<file path="config.mk">
export PLATFORM = sky130hd
export DESIGN_NAME = bubble_sort_engine
export DESIGN_NICKNAME = d
export VERILOG_FILES = /design/src/design/bse_pkg.sv /design/src/design/bubble_sort_engine.sv /design/src/design/bse_ram.sv /design/src/design/bse_cmpx.sv
export SDC_FILE = /design/constraint.sdc
export NUM_CORES = 2
export LEC_CHECK = 0
export BUFFER_PORTS_ARGS = -buffer_cell sky130_fd_sc_hd__buf_4
export CAP_MARGIN = 10
export CORE_MARGIN = 4
export CORE_UTILIZATION = 50
export CTS_BUF_LIST = sky130_fd_sc_hd__clkbuf_16
export CTS_CLUSTER_SIZE = 25
export DETAILED_ROUTE_END_ITERATION = 7
export PLACE_DENSITY = 0.65
export SYNTH_ARGS = -nofsm -noshare
export SYNTH_HDL_FRONTEND = slang
export SYNTH_SLANG_ARGS = --single-unit
</file>
<file path="constraint.sdc">
create_clock -name i_clk -period 5.1 [get_ports i_clk]
set_input_delay 0.51 -clock i_clk [delete_from_list [all_inputs] [get_ports i_clk]]
set_output_delay 0.51 -clock i_clk [all_outputs]
set_load 0.005 [all_outputs]
</file>
<file path="src/design/bse_pkg.sv">
// Shared types and state codes for the bubble sort engine.
// Used by bubble_sort_engine and bse_cmpx; depends on nothing else.
`timescale 1ns / 1ps

package bse_pkg;

    localparam int DATA_W = 32;

    typedef struct packed {
        logic signed [DATA_W-1:0] value;
        logic                     is_last;
    } t_in_req;

    typedef struct packed {
        logic signed [DATA_W-1:0] sorted_value;
        logic                     last_out;
    } t_out_req;

    // Result of one compare-and-swap step.
    typedef struct packed {
        logic signed [DATA_W-1:0] lo;
        logic signed [DATA_W-1:0] hi;
        logic                     swap;
    } t_cmpx;

    localparam logic [2:0] S_FILL  = 3'd0;
    localparam logic [2:0] S_FIRST = 3'd1;
    localparam logic [2:0] S_CMP   = 3'd2;
    localparam logic [2:0] S_TAIL  = 3'd3;
    localparam logic [2:0] S_EREAD = 3'd4;
    localparam logic [2:0] S_ELOAD = 3'd5;

endpackage

</file>
<file path="src/design/bubble_sort_engine.sv">
// Top level of the bubble sort engine: sequencer, element RAM and output register.
// Depends on bse_pkg, bse_ram and bse_cmpx.
//
// Usage: values enter on the input channel (i_in_valid / o_in_stall, payload
// i_in_req) one per cycle while the engine is collecting. Up to MAX_ITEMS values
// are stored; extra values are dropped. A request with is_last set closes the
// set and the engine stalls its input while it sorts and emits.
// Sorting runs passes over the RAM with the running maximum held in a register:
// each pass does one compare per cycle (the RAM read port being the pacing
// resource), and passes repeat until one makes no swap.
// Results leave on the output channel (o_out_valid / i_out_stall, payload
// o_out_req) in ascending order, last_out on the largest.
// A stalled result simply holds in the output register and emission waits.
// After the last result is loaded the engine returns to collecting while that
// result may still be waiting. Reset clears the count and the control state;
// the RAM contents are not cleared and are never used before being written.
`timescale 1ns / 1ps

module bubble_sort_engine
    import bse_pkg::*;
#(
    parameter int MAX_ITEMS = 64
) (
    input  logic     i_clk,
    input  logic     i_rst_n,
    input  logic     i_in_valid,
    input  t_in_req  i_in_req,
    output logic     o_in_stall,
    output logic     o_out_valid,
    output t_out_req o_out_req,
    input  logic     i_out_stall
);

    localparam int AW = (MAX_ITEMS > 1) ? $clog2(MAX_ITEMS) : 1;
    localparam int CW = AW + 1;

    logic [2:0]              r_state, n_state;
    logic [CW-1:0]           r_count, n_count;
    logic [CW-1:0]           r_num, n_num;
    logic [AW-1:0]           r_k, n_k;
    logic                    r_swapped, n_swapped;
    logic signed [DATA_W-1:0] r_hold, n_hold;
    logic                    r_out_valid, n_out_valid;
    t_out_req                r_out_req, n_out_req;

    logic                    ram_we;
    logic [AW-1:0]           ram_waddr;
    logic [DATA_W-1:0]       ram_wdata;
    logic [AW-1:0]           ram_raddr;
    logic [DATA_W-1:0]       ram_rdata;

    logic                    in_acc;
    logic                    has_room;
    logic [CW-1:0]           k_ext;
    logic [CW-1:0]           k_plus1;
    logic [CW-1:0]           k_plus2;
    logic [CW-1:0]           fill_num;
    logic                    emit_last;
    logic                    out_free;
    t_cmpx                   cs;

    bse_ram #(
        .WIDTH(DATA_W),
        .DEPTH(MAX_ITEMS)
    ) u_ram (
        .i_clk  (i_clk),
        .i_we   (ram_we),
        .i_waddr(ram_waddr),
        .i_wdata(ram_wdata),
        .i_raddr(ram_raddr),
        .o_rdata(ram_rdata)
    );

    bse_cmpx u_cmpx (
        .i_a  (r_hold),
        .i_b  ($signed(ram_rdata)),
        .o_res(cs)
    );

    assign o_in_stall  = (r_state != S_FILL);
    assign in_acc      = i_in_valid && !o_in_stall;
    assign has_room    = r_count < CW'(MAX_ITEMS);
    assign k_ext       = {1'b0, r_k};
    assign k_plus1     = k_ext + CW'(1);
    assign k_plus2     = k_ext + CW'(2);
    assign fill_num    = has_room ? r_count + CW'(1) : r_count;
    assign emit_last   = (k_plus1 == r_num);
    assign out_free    = !r_out_valid || !i_out_stall;

    always_comb begin
        n_state     = r_state;
        n_count     = r_count;
        n_num       = r_num;
        n_k         = r_k;
        n_swapped   = r_swapped;
        n_hold      = r_hold;
        n_out_req   = r_out_req;
        n_out_valid = r_out_valid;
        ram_we      = 1'b0;
        ram_waddr   = r_k;
        ram_wdata   = cs.lo;
        ram_raddr   = r_k;

        if (r_out_valid && !i_out_stall) begin
            n_out_valid = 1'b0;
        end

        case (r_state)
            S_FILL: begin
                ram_raddr = '0;
                if (in_acc) begin
                    if (has_room) begin
                        ram_we    = 1'b1;
                        ram_waddr = r_count[AW-1:0];
                        ram_wdata = i_in_req.value;
                        n_count   = r_count + CW'(1);
                    end
                    if (i_in_req.is_last) begin
                        n_num     = fill_num;
                        n_swapped = 1'b0;
                        n_k       = '0;
                        if (fill_num >= CW'(2)) begin
                            n_state = S_FIRST;
                        end else begin
                            n_state = S_EREAD;
                        end
                    end
                end
            end
            S_FIRST: begin
                // Entry 0 is on the read port; start fetching entry 1.
                n_hold    = $signed(ram_rdata);
                ram_raddr = AW'(1);
                n_k       = '0;
                n_state   = S_CMP;
            end
            S_CMP: begin
                // The smaller value settles at k, the larger keeps bubbling up.
                ram_we    = 1'b1;
                ram_waddr = r_k;
                ram_wdata = cs.lo;
                n_hold    = cs.hi;
                n_swapped = r_swapped | cs.swap;
                ram_raddr = k_plus2[AW-1:0];
                if (k_plus2 == r_num) begin
                    n_state = S_TAIL;
                end else begin
                    n_k = k_plus1[AW-1:0];
                end
            end
            S_TAIL: begin
                ram_we    = 1'b1;
                ram_waddr = k_plus1[AW-1:0];
                ram_wdata = r_hold;
                ram_raddr = '0;
                n_k       = '0;
                if (r_swapped) begin
                    n_swapped = 1'b0;
                    n_state   = S_FIRST;
                end else begin
                    n_state = S_EREAD;
                end
            end
            S_EREAD: begin
                n_state = S_ELOAD;
            end
            S_ELOAD: begin
                // The read address holds, so the RAM data stays put while stalled.
                if (out_free) begin
                    n_out_valid            = 1'b1;
                    n_out_req.sorted_value = $signed(ram_rdata);
                    n_out_req.last_out     = emit_last;
                    if (emit_last) begin
                        n_count = '0;
                        n_state = S_FILL;
                    end else begin
                        n_k     = k_plus1[AW-1:0];
                        n_state = S_EREAD;
                    end
                end
            end
            default: begin
                n_state = S_FILL;
            end
        endcase
    end

    always_ff @(posedge i_clk) begin
        if (!i_rst_n) begin
            r_state     <= S_FILL;
            r_count     <= '0;
            r_swapped   <= 1'b0;
            r_out_valid <= 1'b0;
        end else begin
            r_state     <= n_state;
            r_count     <= n_count;
            r_swapped   <= n_swapped;
            r_out_valid <= n_out_valid;
        end
    end

    always_ff @(posedge i_clk) begin
        r_num     <= n_num;
        r_k       <= n_k;
        r_hold    <= n_hold;
        r_out_req <= n_out_req;
    end

    assign o_out_valid = r_out_valid;
    assign o_out_req   = r_out_req;

    a_count_bound: assert property (@(posedge i_clk) disable iff (!i_rst_n)
        r_count <= CW'(MAX_ITEMS))
        else $error("element count exceeds capacity");

    a_fill_write_room: assert property (@(posedge i_clk) disable iff (!i_rst_n)
        (r_state == S_FILL && ram_we) |-> has_room)
        else $error("store write while full");

    a_cmp_in_range: assert property (@(posedge i_clk) disable iff (!i_rst_n)
        (r_state == S_CMP) |-> (k_plus1 < r_num))
        else $error("compare index beyond stored set");

    a_last_returns: assert property (@(posedge i_clk) disable iff (!i_rst_n)
        (r_state == S_ELOAD && out_free && emit_last)
            |=> (r_state == S_FILL && r_count == '0 && o_out_req.last_out))
        else $error("final result did not return engine to collecting");

endmodule

</file>
<file path="src/design/bse_ram.sv">
// Generic simple dual-port RAM: one write port, one read port with registered data.
// Standalone; no package needed.
`timescale 1ns / 1ps

module bse_ram #(
    parameter int WIDTH = 32,
    parameter int DEPTH = 64
) (
    input  logic                     i_clk,
    input  logic                     i_we,
    input  logic [$clog2(DEPTH)-1:0] i_waddr,
    input  logic [WIDTH-1:0]         i_wdata,
    input  logic [$clog2(DEPTH)-1:0] i_raddr,
    output logic [WIDTH-1:0]         o_rdata
);

    logic [WIDTH-1:0] r_mem [DEPTH];
    logic [WIDTH-1:0] r_rdata;

    always_ff @(posedge i_clk) begin
        if (i_we) begin
            r_mem[i_waddr] <= i_wdata;
        end
        r_rdata <= r_mem[i_raddr];
    end

    assign o_rdata = r_rdata;

endmodule

</file>
<file path="src/design/bse_cmpx.sv">
// Signed compare-and-swap unit for one adjacent pair.
// Depends on bse_pkg for the data width and the result struct.
`timescale 1ns / 1ps

module bse_cmpx
    import bse_pkg::*;
(
    input  logic signed [DATA_W-1:0] i_a,
    input  logic signed [DATA_W-1:0] i_b,
    output t_cmpx                    o_res
);

    logic gt;

    // Equal values are left in place, which keeps the sort stable.
    assign gt           = i_a > i_b;
    assign o_res.swap   = gt;
    assign o_res.lo     = gt ? i_b : i_a;
    assign o_res.hi     = gt ? i_a : i_b;

endmodule
</file>
Yosys cells after proc, flatten, opt, wreduce, memory -nomap -nowiden --
Memories as Yosys holds them, arrays and structs flattened. A register that Yosys moved wholly into a read port is not among the register bits. Cells that the tools add are included.
Word-level totals: output and inout bits 35, memories kept 1, memory bits (writable) 2048, input port bits 37, register bits after elaboration 90, word-level logic and storage cells 94
Memories:
- u_ram.r_mem | words 64, bits a word 32, read ports 1, clocked after Yosys merged registers in 1, write ports 1, RTL line bse_ram.sv:17 | logic [WIDTH-1:0] r_mem [DEPTH];
Cells by class: add/sub/neg operators 3, equal/unequal tests 15, mux-type cells 40, magnitude comparators 3, reductions and logical operators 22, bitwise gates (word level) 1
Operator list (count):
- two-way mux 32 bit | 4
- case mux 32 bit (2 select lines) | 2
- two-way mux 6 bit | 7
- > comparator 32 bit | 1
- two-way mux 7 bit | 4
- case mux 6 bit (4 select lines) | 1
- two-way mux 3 bit | 7
- case mux 3 bit (6 select lines) | 1
- case mux 6 bit (3 select lines) | 1
- != test 2 bit, second input constant | 8
- equality test 7 bit | 2
- case mux 7 bit (2 select lines) | 1
- case mux 6 bit (2 select lines) | 1
- two-way mux 1 bit | 9
- AND reduction 4 bit | 2
- adder 6 x 1 -> 7 bit, second input constant | 1
- adder 6 x 2 -> 7 bit, second input constant | 1
- adder 7 x 1 -> 7 bit, second input constant | 1
- greater-or-equal comparator 7 x 2 -> 1 bit, second input constant | 1
- < comparator 7 bit, second input constant | 1
- equality test 3 x 2 -> 1 bit, second input constant | 2
- equality test 3 bit, second input constant | 2
- AND reduction 3 bit | 2
- AND reduction 6 bit | 1
- other kinds (13) | 21

Longest topological paths before layout --
depth after elaboration 7, mapped depth 12, gate-level depth less buffers 9

Hierarchy --
From an unflattened synthesis, not the netlist that was laid out.
Second synthesis, totals: cells, all modules 4451, area, all modules 87754.2 um^2
By module, submodules not included:
- bse_ram | times used 1, area each 78515.3 um^2, cells each 3324, sequential area each 62139.6 um^2
- bubble_sort_engine | times used 1, area each 4698.3 um^2, cells each 403, sequential area each 2582.5 um^2
- bse_cmpx | times used 1, area each 4540.6 um^2, cells each 724, sequential area each 0.0 um^2

Least setup slack after synthesis --
No wires, ideal clock.
kind reg-to-reg, start point register r_hold[14], end point register r_hold[0], enable pin, clock period less this slack 4.089 ns, cell stages (with the launch flop) 10, data arrival time 3.668 ns, setup time 0.421 ns, path slack 1.011 ns, required time 4.679 ns, cells stage by stage edfxtp_1 -> ha_1 -> a21oi_1 -> nand2_1 -> a21o_1 -> o41a_1 -> o31ai_1 -> clkbuf_1 -> a21oi_1 -> nor2_1
Between the ends: longest elaborated chain between the ends 3
Ends and longest elaborated chain:
- start: declaration | RTL line bubble_sort_engine.sv:42 | logic signed [DATA_W-1:0] r_hold, n_hold;
- start signal: assignment | RTL line bubble_sort_engine.sv:205 | r_hold <= n_hold;
- > comparator 32 bit | RTL line bse_cmpx.sv:16 | assign gt = i_a > i_b;
- != test 2 bit (no source line)
- AND reduction 2 bit (no source line)
Every way passes these cells. A chain may end at the register's enable or synchronous reset.

Worst setup path in the final report --
start point register u_ram.r_rdata[14], in the netlist u_ram.o_rdata[14], read port of u_ram.r_mem, end point memory u_ram.r_mem[50][19], data pin
Between the ends: longest elaborated chain between the ends 5
Ends and longest elaborated chain:
- start: declaration | RTL line bse_ram.sv:18 | logic [WIDTH-1:0] r_rdata;
- > comparator 32 bit (*) | RTL line bse_cmpx.sv:16
- two-way mux 32 bit (*) | RTL line bse_cmpx.sv:18 | assign o_res.lo = gt ? i_b : i_a;
- two-way mux 32 bit | RTL line bubble_sort_engine.sv:112 | if (has_room) begin
- two-way mux 32 bit | RTL line bubble_sort_engine.sv:111 | if (in_acc) begin
- case mux 32 bit (2 select lines) (*) | RTL line bubble_sort_engine.sv:108 | case (r_state)
- named net ram_wdata[19] | RTL line bubble_sort_engine.sv:48 | logic [DATA_W-1:0] ram_wdata;
- end: declaration | RTL line bse_ram.sv:17
The timed path passes the listed nets; every way through them passes the cells marked *.

==> reports/metrics.cfg <==
[synthesis]
ys_top_cells_by_area=sky130_fd_sc_hd__edfxtp_1 69%, sky130_fd_sc_hd__mux2i_1 5.5%, sky130_fd_sc_hd__mux2_2 3.1%
synthDistinctLibCells=79
synth_area_leader_cell=sky130_fd_sc_hd__edfxtp_1
synthCells=6249
syn-num-nets=6321
yosysMostFrequentCell=sky130_fd_sc_hd__edfxtp_1
netlist_area_mm2=0.09287
syn-mean-instance-area_um2=14.86
ys_async_sr_fraction=0
postSynth.topFlopCell=sky130_fd_sc_hd__edfxtp_1
yosysTopAreaCellShare=0.6874
number_of_synthesis_warnings=0
synthTopCellsByCount=2126 x sky130_fd_sc_hd__edfxtp_1, 731 x sky130_fd_sc_hd__nand2_1, 514 x sky130_fd_sc_hd__mux2i_1, 376 x sky130_fd_sc_hd__clkbuf_1, 270 x sky130_fd_sc_hd__nand3_1
yosysSeqAreaShare=0.6969
total_of_flip_flops_plus_latches_after_synthesis=2170
synth_enable_flop_cells=2126

[routing]
detailedRoute.firstPassIterationCount=6
detail_route.iter0.violations=7680
post_drt_via_cell_ratio=6.622
ant_nets=0
route.vias.total=59421
post_drt_wl_per_cell_um=29.92
total_detailed_routing_wirelength_um=268500
remaining_drc_errors=0

[clock_network]
post_cts_hold_buffer_count=2
cts_root_buffer=sky130_fd_sc_hd__clkbuf_16
postCtsSetupBuffers=0
cts.repair.resized=0
clock-sinks=2170
h-tree-depth=4
clkLatencyLatePin_ns=0.88
clock_tree.buffer_depth=3
number_of_cts_inserted_buffers=211
clk_pin_slew_ns=0.06
tritoncts_clock_tree=built

[timing]
timing_max_transition_violations_final=0
fin_crit_sh=0.9210
timing.final.setup_violations=0
timing.final.hold_violations=0
max_slew_margin=0.1163
setup_total_negative_slack_ns=0
grt_setup_unrepaired=false
holdWs_ns=0.2835
fmax_mhz=212.9
tightestPinTransition_ns=1.326
fin_skew_ns=0.07453
period_minus_slack_ns=4.697

[floorplan]
floorplan.rows=157
die_w_um=439.0
floorplan.initialDensity=0.5051
design.die.area_mm2=0.1927
dieHeight_um=439.0
io-pin-count=72
core_region_area_mm2=0.1839

[critical_path]
worst-endpoint-required_ns=5.65
worstSetupEndpointType=flip-flop
critical-path-max-stage-delay_ns=0.82
cell_chain_of_the_critical_path=inv_1 > ha_1 > nand4_1 > or3_1 > a21oi_1 > o41a_1 > o31a_1 > buf_4 > o21ai_0 > a221o_2 > buf_4
cp_slowest_cell=sky130_fd_sc_hd__o31a_1
critical_path_arrival_ns=5.24
timing.critical_path.from_type=flip-flop
worst-path-max-fanout=49
path_class=flip-flop to flip-flop
critPathMostFrequentCell=sky130_fd_sc_hd__buf_4

[finish]
area_delta_synth_final_pct=12.97
layout.nets=6392
drive_gt1_frac=0.1712

[placement]
place.detailed.hpwl_um=153500
portBuffers=71
gp_congestion=0.8889

[global_route]
globalRouteOverflowTotal=0
number_of_antenna_violations_at_the_first_check_in_global_routing=14
vias_in_the_first_global_route=56493
grt_start_max_net_pins=173
grt_first_pass_wirelength_um=386900
groute.usage.overall=0.2719

[job]
cap_viol_max_count=0

[outcome]
status=finished, final reports clean

[pwr]
design_power_total_mw=68.05
power_density_relative_to_cell_area_mw_per_mm2=648.6
leakagePower_nw=33.92
worst_ir_drop_vdd_v=0.0007103

[worst_hold_path]
timing.hold.worst.class=input pin to flip-flop

registers in the layout (all words and copies together) (netlist names):
| register | flops |
|---|---|
| r_k | 6 |
| o_out_valid | 1 |
| r_swapped | 1 |
| r_hold | 32 |
| o_out_req | 33 |
| r_num | 7 |
| r_state | 3 |
| r_count | 7 |
| u_ram.r_mem | 2048 |
| u_ram.o_rdata | 32 |
cell type report:
| type | count | area (µm²) |
|---|---|---|
| timing repair buffer | 379 | 3613 |
| antenna | 3 | 7.507 |
| multi-input combinational | 3519 | 26560 |
| clock inverter | 187 | 1473 |
| sequential | 2170 | 64730 |
| inverter | 39 | 146.4 |
| tap | 2464 | 3083 |
| fill | 14231 | 78950 |
| clock buffer | 212 | 5305 |
worst max-delay path, delay by kind of cell (launching register included):
kind	cells	cell delay [ns]
AOI/OAI and AO/OA	5	2.04
adders and majority gates	1	0.32
buffers and inverters	3	0.82
DFF	1	0.36
and+or+nand+nor	2	0.72
through the flow:
| stage | util | area [µm²] | std cells | setup slack, ns |
|---|---|---|---|---|
| 6_report | 0.5706 | 104900 | 8973 | 0.4029 |
| 5_1_grt | 0.5706 | 104900 | 8970 | 0.2418 |
| 4_1_cts | 0.5704 | 104900 | 8968 | 0.5242 |
| 3_5_place_dp | 0.5334 | 98070 | 8567 | 0.5959 |
| 3_3_place_gp | 0.5334 | 98070 | 8567 | 0.5925 |
| 2_1_floorplan | - | 92870 | 6249 | 1.011 |
kinds of logic (layout without fill, tap and decap cells):
logic type	Yosys count	in the layout	share of synthesized area
xor gates and xnor gates	27	27	0.002695
and+or+nand+nor	1337	1337	0.06440
AOI/OAI and AO/OA	1283	1283	0.1041
buffers and inverters	560	817	0.02465
adders and majority gates	35	35	0.004715
other	0	3	0
DFF	2170	2170	0.6969
muxes	837	837	0.1026
layout by cell type (no fill, tap or decap), drive strengths merged, types with 18 or more instances in the layout:
master	synthesis	final
a221oi	99	99
dfxtp	44	44
nor2	100	100
nor3	46	46
a221o	34	34
inv	38	112
nand3	270	270
clkinv	1	95
a21oi	183	183
nand2	731	731
o21ai	174	174
ha	35	35
o32ai	256	256
edfxtp	2126	2126
a311oi	195	195
a22oi	35	35
buf	144	377
mux2	257	257
nand4	106	106
a31oi	70	70
clkbuf	377	212
xnor2	18	18
a32oi	130	130
mux4	66	66
a211oi	36	36
and3	36	36
a22o	34	34
mux2i	514	514
worst paths after layout:
path	start	endpoint	depth (start not counted)	slack (ns)
max	u_ram.o_rdata[14]	u_ram.r_mem[50][19]	11	0.40
min	i_in_valid	r_count[5]	5	0.28
max reg2reg	u_ram.o_rdata[14]	u_ram.r_mem[50][19]	11	0.40
min reg2reg	u_ram.o_rdata[11]	o_out_req[12]	0	0.45
routing by layer:
layer / up-vias / GRT usage / routed length [µm]
met3: 495 / 0.05360 / 26750
met4: 2 / 0.1206 / 12780
met2: 3150 / 0.4028 / 118900
li1: 25378 / - / -
met1: 30396 / 0.3919 / 110100
met5: - / 0 / 12
power breakdown:
part           switching (mW)  total (mW)  internal [mW]
registers               0.505        26.6           26.1
clock network            6.79        15.2           8.39
logic                    18.9        26.3           7.41
total                    26.2        68.0           41.9
(Power assumes the default switching activity.)
